File: src/hdl/lkf_pkg.sv
// ----------------------------------------------------------------------------
// lkf_pkg
// Shared types and constants for the line keyword filter.
// ----------------------------------------------------------------------------
package lkf_pkg;

  localparam int KEY_CHARS  = 8;   // characters held by the keyword register
  localparam int LEN_W      = 4;
  localparam int OUT_CNT_W  = 48;
  localparam int CFG_IDX_W  = 1;
  localparam int CFG_DATA_W = 64;

  localparam logic [7:0] NEWLINE_BYTE = 8'd10;
  localparam logic [7:0] ZERO_BYTE    = 8'd0;

  localparam logic CMD_DATA = 1'b0;
  localparam logic CMD_EOF  = 1'b1;

  localparam logic [CFG_IDX_W-1:0] REG_KEYWORD_BYTES  = 1'b0;
  localparam logic [CFG_IDX_W-1:0] REG_KEYWORD_LENGTH = 1'b1;

  typedef logic [7:0]                  byte_t;
  typedef logic [KEY_CHARS-1:0][7:0]   key_chars_t;
  typedef logic [LEN_W-1:0]            key_len_t;
  typedef logic [OUT_CNT_W-1:0]        out_cnt_t;

  // line events handed to the match unit, one set per processed word
  typedef struct packed {
    logic  take;   // non-zero, non-newline byte joins the line
    logic  zero;   // zero byte: stop matching for the rest of the line
    logic  clr;    // newline or end of file
    byte_t data;
  } line_ev_t;

endpackage

File: src/hdl/lkf_if.sv
// ----------------------------------------------------------------------------
// lkf_in_if / lkf_out_if
// Valid/ready channels for input words and result words.
// ----------------------------------------------------------------------------
interface lkf_in_if;
  logic             valid;
  logic             ready;
  logic             cmd;
  lkf_pkg::byte_t   data_byte;

  modport source (output valid, output cmd, output data_byte, input ready);
  modport sink   (input valid, input cmd, input data_byte, output ready);
endinterface

interface lkf_out_if;
  logic              valid;
  logic              ready;
  logic              line_matched;
  lkf_pkg::out_cnt_t line_total;
  lkf_pkg::out_cnt_t hit_total;

  modport source (output valid, output line_matched, output line_total,
                  output hit_total, input ready);
  modport sink   (input valid, input line_matched, input line_total,
                  input hit_total, output ready);
endinterface

File: src/hdl/lkf_cfg_regs.sv
// ----------------------------------------------------------------------------
// lkf_cfg_regs
// Keyword registers and effective keyword length.
// ----------------------------------------------------------------------------
module lkf_cfg_regs #(
  parameter int MAX_KEY = 8
) (
  input  logic                                clk,
  input  logic                                rst_n,
  input  logic                                cfg_we,
  input  logic [lkf_pkg::CFG_IDX_W-1:0]       cfg_index,
  input  logic [lkf_pkg::CFG_DATA_W-1:0]      cfg_wdata,
  output lkf_pkg::key_chars_t                 key_chars,
  output lkf_pkg::key_len_t                   key_len
);

  localparam int CAP = (MAX_KEY < lkf_pkg::KEY_CHARS) ? MAX_KEY : lkf_pkg::KEY_CHARS;

  lkf_pkg::key_chars_t key_r;
  lkf_pkg::key_len_t   klen_r;
  lkf_pkg::key_len_t   cap_len;
  lkf_pkg::key_len_t   eff_len;

  always_ff @(posedge clk) begin
    if (!rst_n) begin
      key_r  <= '0;
      klen_r <= '0;
    end else if (cfg_we) begin
      case (cfg_index)
        lkf_pkg::REG_KEYWORD_BYTES:  key_r  <= cfg_wdata;
        lkf_pkg::REG_KEYWORD_LENGTH: klen_r <= cfg_wdata[lkf_pkg::LEN_W-1:0];
        default: ;
      endcase
    end
  end

  // length clipped to the cap, then cut at the first zero character
  always_comb begin
    cap_len = (klen_r > lkf_pkg::LEN_W'(CAP)) ? lkf_pkg::LEN_W'(CAP) : klen_r;
    eff_len = cap_len;
    for (int i = lkf_pkg::KEY_CHARS - 1; i >= 0; i--) begin
      if ((lkf_pkg::LEN_W'(i) < cap_len) && (key_r[i] == lkf_pkg::ZERO_BYTE)) begin
        eff_len = lkf_pkg::LEN_W'(i);
      end
    end
  end

  assign key_chars = key_r;
  assign key_len   = eff_len;

endmodule

File: src/hdl/lkf_line_match.sv
// ----------------------------------------------------------------------------
// lkf_line_match
// Sliding window of the current line and parallel keyword compare.
// ----------------------------------------------------------------------------
module lkf_line_match #(
  parameter int MAX_KEY = 8
) (
  input  logic                 clk,
  input  logic                 rst_n,
  input  lkf_pkg::line_ev_t    ev,
  input  lkf_pkg::key_chars_t  key_chars,
  input  lkf_pkg::key_len_t    key_len,
  output logic                 found
);

  localparam int CAP    = (MAX_KEY < lkf_pkg::KEY_CHARS) ? MAX_KEY : lkf_pkg::KEY_CHARS;
  localparam int WIN    = (CAP > 1) ? CAP - 1 : 1;
  localparam int FILL_W = (CAP > 1) ? $clog2(CAP) : 1;

  lkf_pkg::byte_t        window_r [WIN];
  logic [FILL_W-1:0]     fill_r;
  logic                  found_r;
  logic                  zero_seen_r;
  logic                  hit;

  // window_r[0] is the latest byte; compare against the keyword tail
  always_comb begin
    hit = (key_len != '0)
       && ((lkf_pkg::LEN_W'(fill_r) + lkf_pkg::LEN_W'(1)) >= key_len)
       && (ev.data == key_chars[3'(key_len - lkf_pkg::LEN_W'(1))]);
    for (int i = 1; i < CAP; i++) begin
      if ((lkf_pkg::LEN_W'(i) < key_len) &&
          (window_r[i-1] != key_chars[3'(key_len - lkf_pkg::LEN_W'(1)
                                         - lkf_pkg::LEN_W'(i))])) begin
        hit = 1'b0;
      end
    end
  end

  always_ff @(posedge clk) begin
    if (!rst_n) begin
      fill_r      <= '0;
      found_r     <= 1'b0;
      zero_seen_r <= 1'b0;
    end else if (ev.clr) begin
      fill_r      <= '0;
      found_r     <= 1'b0;
      zero_seen_r <= 1'b0;
    end else if (ev.zero) begin
      zero_seen_r <= 1'b1;
    end else if (ev.take && !zero_seen_r) begin
      if (hit) begin
        found_r <= 1'b1;
      end
      if (fill_r != FILL_W'(CAP - 1)) begin
        fill_r <= fill_r + FILL_W'(1);
      end
    end
  end

  always_ff @(posedge clk) begin
    if (ev.take && !ev.clr && !ev.zero && !zero_seen_r) begin
      window_r[0] <= ev.data;
      for (int k = WIN - 1; k > 0; k--) begin
        window_r[k] <= window_r[k-1];
      end
    end
  end

  assign found = found_r;

endmodule

File: src/hdl/line_keyword_filter_top.sv
// ----------------------------------------------------------------------------
// line_keyword_filter_top
// Fixed-string line filter over a byte stream with saturating line counts.
// ----------------------------------------------------------------------------
// Input channel in_ch carries one word per byte: cmd selects a text byte or
// end of file. A newline closes the line and yields one result word on
// out_ch: the match flag and the running counts of lines read and saved.
// Other bytes and end of file yield no result; end of file drops the
// unfinished line. The keyword (up to 8 characters) and its length are set
// through the cfg_ write port while the filter is idle.
// A newline word accepted into the input register goes on through the result
// register to out_ch. Throughput: one word per cycle while no newline waits on
// a stalled receiver, set by the combinational keyword window compare.
// When the receiver stalls, the result register holds its word; the input
// register fills behind it and in_ch.ready drops only while a newline waits
// for the result register. Non-newline words keep flowing under a stall.
// Synchronous reset clears the keyword, the line state and both counters.
// ----------------------------------------------------------------------------
module line_keyword_filter_top #(
  parameter int MAX_KEY    = 8,
  parameter int COUNT_BITS = 48
) (
  input  logic                             clk,
  input  logic                             rst_n,
  lkf_in_if.sink                           in_ch,
  lkf_out_if.source                        out_ch,
  input  logic                             cfg_we,
  input  logic [lkf_pkg::CFG_IDX_W-1:0]    cfg_index,
  input  logic [lkf_pkg::CFG_DATA_W-1:0]   cfg_wdata
);

  logic                    s1_v_r;
  logic                    s1_cmd_r;
  lkf_pkg::byte_t          s1_byte_r;

  logic                    is_nl;
  logic                    is_zero;
  logic                    advance;
  lkf_pkg::line_ev_t       ev;
  lkf_pkg::key_chars_t     key_chars;
  lkf_pkg::key_len_t       key_len;
  logic                    found;
  logic                    matched;

  logic [COUNT_BITS-1:0]   read_cnt_r;
  logic [COUNT_BITS-1:0]   saved_cnt_r;
  logic [COUNT_BITS-1:0]   read_cnt_nxt;
  logic [COUNT_BITS-1:0]   saved_cnt_nxt;

  logic                    out_v_r;
  logic                    out_match_r;
  lkf_pkg::out_cnt_t       out_read_r;
  lkf_pkg::out_cnt_t       out_saved_r;

  lkf_cfg_regs #(.MAX_KEY(MAX_KEY)) u_cfg (
    .clk       (clk),
    .rst_n     (rst_n),
    .cfg_we    (cfg_we),
    .cfg_index (cfg_index),
    .cfg_wdata (cfg_wdata),
    .key_chars (key_chars),
    .key_len   (key_len)
  );

  // input register
  assign in_ch.ready = !s1_v_r || advance;

  always_ff @(posedge clk) begin
    if (!rst_n) begin
      s1_v_r <= 1'b0;
    end else if (in_ch.ready) begin
      s1_v_r <= in_ch.valid;
    end
  end

  always_ff @(posedge clk) begin
    if (in_ch.valid && in_ch.ready) begin
      s1_cmd_r  <= in_ch.cmd;
      s1_byte_r <= in_ch.data_byte;
    end
  end

  // decode
  assign is_nl   = (s1_cmd_r == lkf_pkg::CMD_DATA) && (s1_byte_r == lkf_pkg::NEWLINE_BYTE);
  assign is_zero = (s1_cmd_r == lkf_pkg::CMD_DATA) && (s1_byte_r == lkf_pkg::ZERO_BYTE);
  assign advance = s1_v_r && (!is_nl || !out_v_r || out_ch.ready);

  always_comb begin
    ev.data = s1_byte_r;
    ev.clr  = advance && (is_nl || (s1_cmd_r == lkf_pkg::CMD_EOF));
    ev.zero = advance && is_zero;
    ev.take = advance && (s1_cmd_r == lkf_pkg::CMD_DATA) && !is_nl && !is_zero;
  end

  lkf_line_match #(.MAX_KEY(MAX_KEY)) u_match (
    .clk       (clk),
    .rst_n     (rst_n),
    .ev        (ev),
    .key_chars (key_chars),
    .key_len   (key_len),
    .found     (found)
  );

  assign matched = found || (key_len == '0);

  // saturating counters
  always_comb begin
    read_cnt_nxt  = (&read_cnt_r) ? read_cnt_r : read_cnt_r + COUNT_BITS'(1);
    saved_cnt_nxt = saved_cnt_r;
    if (matched && !(&saved_cnt_r)) begin
      saved_cnt_nxt = saved_cnt_r + COUNT_BITS'(1);
    end
  end

  always_ff @(posedge clk) begin
    if (!rst_n) begin
      read_cnt_r  <= '0;
      saved_cnt_r <= '0;
    end else if (advance && is_nl) begin
      read_cnt_r  <= read_cnt_nxt;
      saved_cnt_r <= saved_cnt_nxt;
    end
  end

  // result register
  always_ff @(posedge clk) begin
    if (!rst_n) begin
      out_v_r <= 1'b0;
    end else if (advance && is_nl) begin
      out_v_r <= 1'b1;
    end else if (out_ch.ready) begin
      out_v_r <= 1'b0;
    end
  end

  always_ff @(posedge clk) begin
    if (advance && is_nl) begin
      out_match_r <= matched;
      out_read_r  <= lkf_pkg::OUT_CNT_W'(read_cnt_nxt);
      out_saved_r <= lkf_pkg::OUT_CNT_W'(saved_cnt_nxt);
    end
  end

  assign out_ch.valid        = out_v_r;
  assign out_ch.line_matched = out_match_r;
  assign out_ch.line_total   = out_read_r;
  assign out_ch.hit_total    = out_saved_r;

endmodule
File: src/flat_wrapper.sv
// flat-port wrapper written by rule: the top's interface ports become plain ports
module line_keyword_filter_top_flat 
#(
  parameter int MAX_KEY    = 8,
  parameter int COUNT_BITS = 48
)
  (clk, rst_n, cfg_we, cfg_index, cfg_wdata, in_ch_valid, in_ch_cmd, in_ch_data_byte, in_ch_ready, out_ch_valid, out_ch_line_matched, out_ch_line_total, out_ch_hit_total, out_ch_ready);
  lkf_in_if in_ch_i ();
  lkf_out_if out_ch_i ();
  input  logic clk;
  input  logic rst_n;
  input  logic cfg_we;
  input  logic [lkf_pkg::CFG_IDX_W-1:0] cfg_index;
  input  logic [lkf_pkg::CFG_DATA_W-1:0] cfg_wdata;
  input wire logic [$bits(in_ch_i.valid)-1:0] in_ch_valid;
  input wire logic [$bits(in_ch_i.cmd)-1:0] in_ch_cmd;
  input wire logic [$bits(in_ch_i.data_byte)-1:0] in_ch_data_byte;
  output wire logic [$bits(in_ch_i.ready)-1:0] in_ch_ready;
  output wire logic [$bits(out_ch_i.valid)-1:0] out_ch_valid;
  output wire logic [$bits(out_ch_i.line_matched)-1:0] out_ch_line_matched;
  output wire logic [$bits(out_ch_i.line_total)-1:0] out_ch_line_total;
  output wire logic [$bits(out_ch_i.hit_total)-1:0] out_ch_hit_total;
  input wire logic [$bits(out_ch_i.ready)-1:0] out_ch_ready;
  assign in_ch_i.valid = in_ch_valid;
  assign in_ch_i.cmd = in_ch_cmd;
  assign in_ch_i.data_byte = in_ch_data_byte;
  assign in_ch_ready = in_ch_i.ready;
  assign out_ch_valid = out_ch_i.valid;
  assign out_ch_line_matched = out_ch_i.line_matched;
  assign out_ch_line_total = out_ch_i.line_total;
  assign out_ch_hit_total = out_ch_i.hit_total;
  assign out_ch_i.ready = out_ch_ready;
  line_keyword_filter_top #(.MAX_KEY(MAX_KEY), .COUNT_BITS(COUNT_BITS)) u_core (.clk(clk), .rst_n(rst_n), .in_ch(in_ch_i), .out_ch(out_ch_i), .cfg_we(cfg_we), .cfg_index(cfg_index), .cfg_wdata(cfg_wdata));
endmodule
File: config.mk
export PLATFORM = sky130hd
export DESIGN_NAME = line_keyword_filter_top_flat
export DESIGN_NICKNAME = d
export VERILOG_FILES = /design/src/hdl/lkf_pkg.sv /design/src/hdl/lkf_if.sv /design/src/hdl/lkf_cfg_regs.sv /design/src/hdl/lkf_line_match.sv /design/src/hdl/line_keyword_filter_top.sv /design/src/flat_wrapper.sv
export SDC_FILE = /design/constraint.sdc
export NUM_CORES = 1
export LEC_CHECK = 0
export ABC_AREA = 1
export BUFFER_PORTS_ARGS = -buffer_cell sky130_fd_sc_hd__buf_4
export CAP_MARGIN = 15
export CORE_UTILIZATION = 35
export CTS_BUF_LIST = sky130_fd_sc_hd__clkbuf_2
export CTS_CLUSTER_DIAMETER = 30
export DETAILED_ROUTE_END_ITERATION = 8
export PLACE_DENSITY = 0.63
export SYNTH_ARGS = -nofsm -noshare
export SYNTH_HDL_FRONTEND = slang
export SYNTH_SLANG_ARGS = --single-unit
File: constraint.sdc
create_clock -name clk -period 11.72 [get_ports clk]
set_input_delay 2.344 -clock clk [delete_from_list [all_inputs] [get_ports clk]]
set_output_delay 2.344 -clock clk [all_outputs]
set_load 0.05 [all_outputs]
==> results.md <==
- For hold timing, the worst endpoint is u_core.u_match.window_r[0][33]$_DFFE_PP_.
- The clock period minus worst slack is 5.547 ns.
- The maximum buffer depth of the clock tree is 3.
- The class of the most critical hold timing path is reg -> reg.
- The clock tree from TritonCTS is done.
- The biggest cell delay along the critical path is 0.30 ns.
- At the worst endpoint, the required time is 9.38 ns.
- The count of clock tree sinks is 333.
- STA classifies the critical path endpoint as an output port.
- At the pin with the least slew margin, the transition time is 0.9007 ns.
- The share of synthesized area occupied by flip-flops and latches is 44.78%.
- The reg-to-reg critical path startpoint is u_core.u_cfg.klen_r[2]$_SDFFE_PN0P_.
- The worst setup slack for register-to-register paths is 6.50 ns.
- The number of instances resized during post-cts repair is 0.
- The via count of the routed design is 17,543.
- The pin count of the biggest net entering global routing is 95.
- In the synthesized netlist the async set-or-reset flop fraction comes to 0%.
- The depth of the worst register-to-register path is 26.
- Setup repair after global routing left no endpoint under its margin.
- The warning count from the yosys run is 0.
- The number of levels the H-tree was split into is 3.
- Compared with the post-synthesis result, the final layout area differs by 14.36%.
- The number of ports placed on the die boundary is 178.
- In this run the critical register-to-register path is captured at u_core.u_match.found$_SDFFE_PP0P_.
- The clock buffer count from CTS is 98.
- Once layout is complete, the cells apart from fillers number 3,444.
- STA classifies the critical path startpoint as an input port.
- Synthesis inferred 333 register bits.
- In this run the static leakage power is 9.537 nW.
- The run finished with clean final reports.
- The netlist uses 41 different library cells.
- The total routed wirelength is 59.82 mm.
- After detailed routing, the average wire length per cell comes to 17.37 um.
- The ratio of final minimum period to clock period is 47.33%.
- The critical path class is in -> out.
- The highest achievable clock rate is 0.1803 GHz.
- The via count of the first global-routing pass came to 16,913.
- The number of nets with antenna violations after routing is 0.
- The family of cells with the greatest summed delay on the critical path is simple AND/OR/NAND/NOR gates.
- The total standard cell area after synthesis is 0.01851 mm2.
- The post-synthesis instance total is 2,501.
- The detailed placement HPWL is 43.36 mm.
- The area of the core region is 0.05182 mm2.
- For this configuration, the core starts out at a cell density of 35.71%.
- The final routed DRC violation total is 0.
- The proportion of layout cells with a drive suffix above 1 is 14.35%.
- The tree is rooted in a sky130_fd_sc_hd__clkbuf_2.
- The buffers plus inverters on the worst setup path is 2.
- For the final database, setup skew stands at 0.1413 ns.
- Clock-pin slew was measured on the worst setup and hold paths at 0.09 ns.
- The floorplan step defined a die boundary enclosing 0.05380 mm2.
- The initial antenna violation count is 3.
- Counting instances, the worst hold path has a depth of 0.
- The cell with the largest stage delay on the worst path is sky130_fd_sc_hd__nor2_1.
- The final layout contains 2,772 nets.
- The cts-stage hold buffer count is 0.
- The placed instance count is 3,264.
- The net count after synthesis is 2,589.
- The first global-routing pass estimated 92.76 mm of wire.
- The placed standard-cell area is 0.02027 mm2.
- Cells fill 40.84% of the core in the end.
- The final worst setup slack is 6.173 ns.
- The overall routing resource usage is 22.16%.
- The primary flip-flop cell chosen by synthesis mapping is sky130_fd_sc_hd__dfxtp_1.
- After the first detailed-routing iteration, the DRC count stood at 1,309.
- The peak supply drop is 0.09122 mV.
- The later-pin clock latency in the skew report is 1.16 ns.
- The width of the die is 231.9 um.
- The finished cells cover 0.02116 mm2.
- In this run, synthesis inferred 162 flip-flops with an integrated enable.
- In the routed layout, each cell is associated on average with a via count of 5.094.
- The power consumption is 3.349 mW.
- Averaged over all synthesized cells, the footprint is 7.400 um2.
- Data arrives at the worst endpoint at 3.20 ns.
- The overflow left after global routing is 0.
- The final max-slew violation count is 0.
- The total negative slack for setup checks is 0 ns.
- In this run the power density over the cells is 158.2 mW/mm2.
- The cell type with the highest occurrence count on the critical path is sky130_fd_sc_hd__buf_4.
- The final count of negative-setup-slack endpoints is 0.
- The maximum net fanout on the critical path is 3.
- The number of maximum-capacitance constraint violations is 0.
- The post-CTS setup repair buffer count is 0.
- The hold violation total from the final report is 0.
- The routability congestion estimate is 0.9712.
- The worst min-delay path startpoint is u_core.u_match.window_r[0][25]$_DFFE_PP_.
- The number of placement rows is 83.
- The filler cells instantiated in the layout total 5,373.
- The final-layout worst hold slack is 0.4328 ns.
- In this run the tightest slew margin relative to its limit is 39.95%.
- Traced cell by cell, the critical path runs through buf_4, nor2_1, nand3_1, buf_4.
- At the placement stage, the worst setup path has a slack of 6.114 ns.
- The count of buffers from port buffering is 177.
- The number of detailed-routing iterations run before antenna repair is 5.
- In this run the vertical extent of the chip is 231.9 um.
-- synth_stat cells, drive strengths merged (27+ instances only) --
cell type  count  area share, %
a211oi        32            1.3
edfxtp       162             26
buf           44            1.5
nand2        689             14
nor3          43            1.3
nand3b        28            1.1
xor2          85            4.0
o21ai        145            3.9
nor4          29            1.1
dfxtp        171             18
a21oi        112            3.1
nand3        346            9.5
inv          306            6.2
nand4         27           0.95
clkbuf        61            1.2
nor2         183            3.8
-- power breakdown --
group / leakage, nW / total [mW] / internal [mW] / switching (mW)
logic: 6.02 / 1.21 / 0.330 / 0.884
clock network: 0.677 / 0.871 / 0.329 / 0.543
registers: 2.84 / 1.26 / 1.24 / 0.0244
total: 9.54 / 3.35 / 1.90 / 1.45
-- placed cells by master (no fill, tap or decap), drive strengths merged --
cell type / netlist / routed
xnor2: 3 / 3
a21oi: 112 / 112
a211oi: 32 / 32
o211ai: 1 / 1
nand3b: 28 / 28
or2: 1 / 1
o21bai: 14 / 14
buf: 44 / 188
nor2: 183 / 183
ha: 9 / 9
clkbuf: 61 / 137
xor2: 85 / 85
edfxtp: 162 / 162
nor3: 43 / 43
inv: 306 / 310
dfxtp: 171 / 171
a31oi: 4 / 4
clkinvlp: 0 / 2
a22oi: 1 / 1
nor4b: 1 / 1
nor4: 29 / 29
diode: 0 / 4
clkinv: 1 / 34
nand4: 27 / 27
or4: 2 / 2
o21ai: 145 / 145
nand2: 689 / 689
nand3: 346 / 346
nor3b: 1 / 1
-- flip-flops by register name (all words and copies together) (netlist names) --
| name | flops |
|---|---|
| u_core.u_cfg.key_chars | 64 |
| u_core.u_match.window_r | 56 |
| u_core.out_ch.hit_total | 48 |
| u_core.out_ch.line_total | 48 |
| u_core.read_cnt_r | 48 |
| u_core.saved_cnt_r | 48 |
| u_core.s1_byte_r | 8 |
| u_core.u_cfg.klen_r | 4 |
| u_core.u_match.fill_r | 3 |
| u_core.out_ch.line_matched | 1 |
| u_core.out_ch.valid | 1 |
| u_core.s1_cmd_r | 1 |
| u_core.s1_v_r | 1 |
| u_core.u_match.found | 1 |
| u_core.u_match.zero_seen_r | 1 |
-- routing by layer --
metal	share of wire [%]	vias up	wire length [um]	GRT usage [%]
met2	46	599	27410	35.83
met1	42	8144	25030	26.92
met3	7.7	141	4629	6.336
met4	4.6	2	2736	10.83
li1	-	8657	-	-
met5	0.025	-	15	0
-- kinds of logic (layout without fill, tap and decap cells) --
logic type / count (synthesis) / in the layout / share of synthesized area (%)
AOI/OAI and AO/OA: 309 / 309 / 9.073
xor gates and xnor gates: 88 / 88 / 4.165
adders and majority gates: 9 / 9 / 0.6085
buffers and inverters: 412 / 671 / 9.012
DFF: 333 / 333 / 44.78
other: 0 / 4 / 0
and+or+nand+nor: 1350 / 1350 / 32.36
-- worst max-delay path by stage --
stage	start	to	slack, ns	cells past startpoint
floorplan	out_ch_ready	u_core.u_match.found$_SDFFE_PP0P_	2.84	14
finish	out_ch_ready	in_ch_ready	6.17	4
detailed placement	out_ch_ready	in_ch_ready	6.11	4
global route	u_core.u_cfg.klen_r[2]$_SDFFE_PN0P_	u_core.u_match.found$_SDFFE_PP0P_	5.90	26
global placement	out_ch_ready	in_ch_ready	6.12	4
CTS	out_ch_ready	in_ch_ready	6.11	4
-- final cells by class --
type                       instances  area [um2]  share of cell area [%]
tap                              680       850.8                   4.020
inverter                         307        1155                   5.457
antenna                            4       10.01                 0.04730
timing repair buffer             188        1411                   6.669
multi-input combinational       1756        8564                   40.47
clock inverter                    39       198.9                  0.9400
sequential                       333        8288                   39.16
clock buffer                     137       685.7                   3.240
Power figures use the tool's default switching activity.
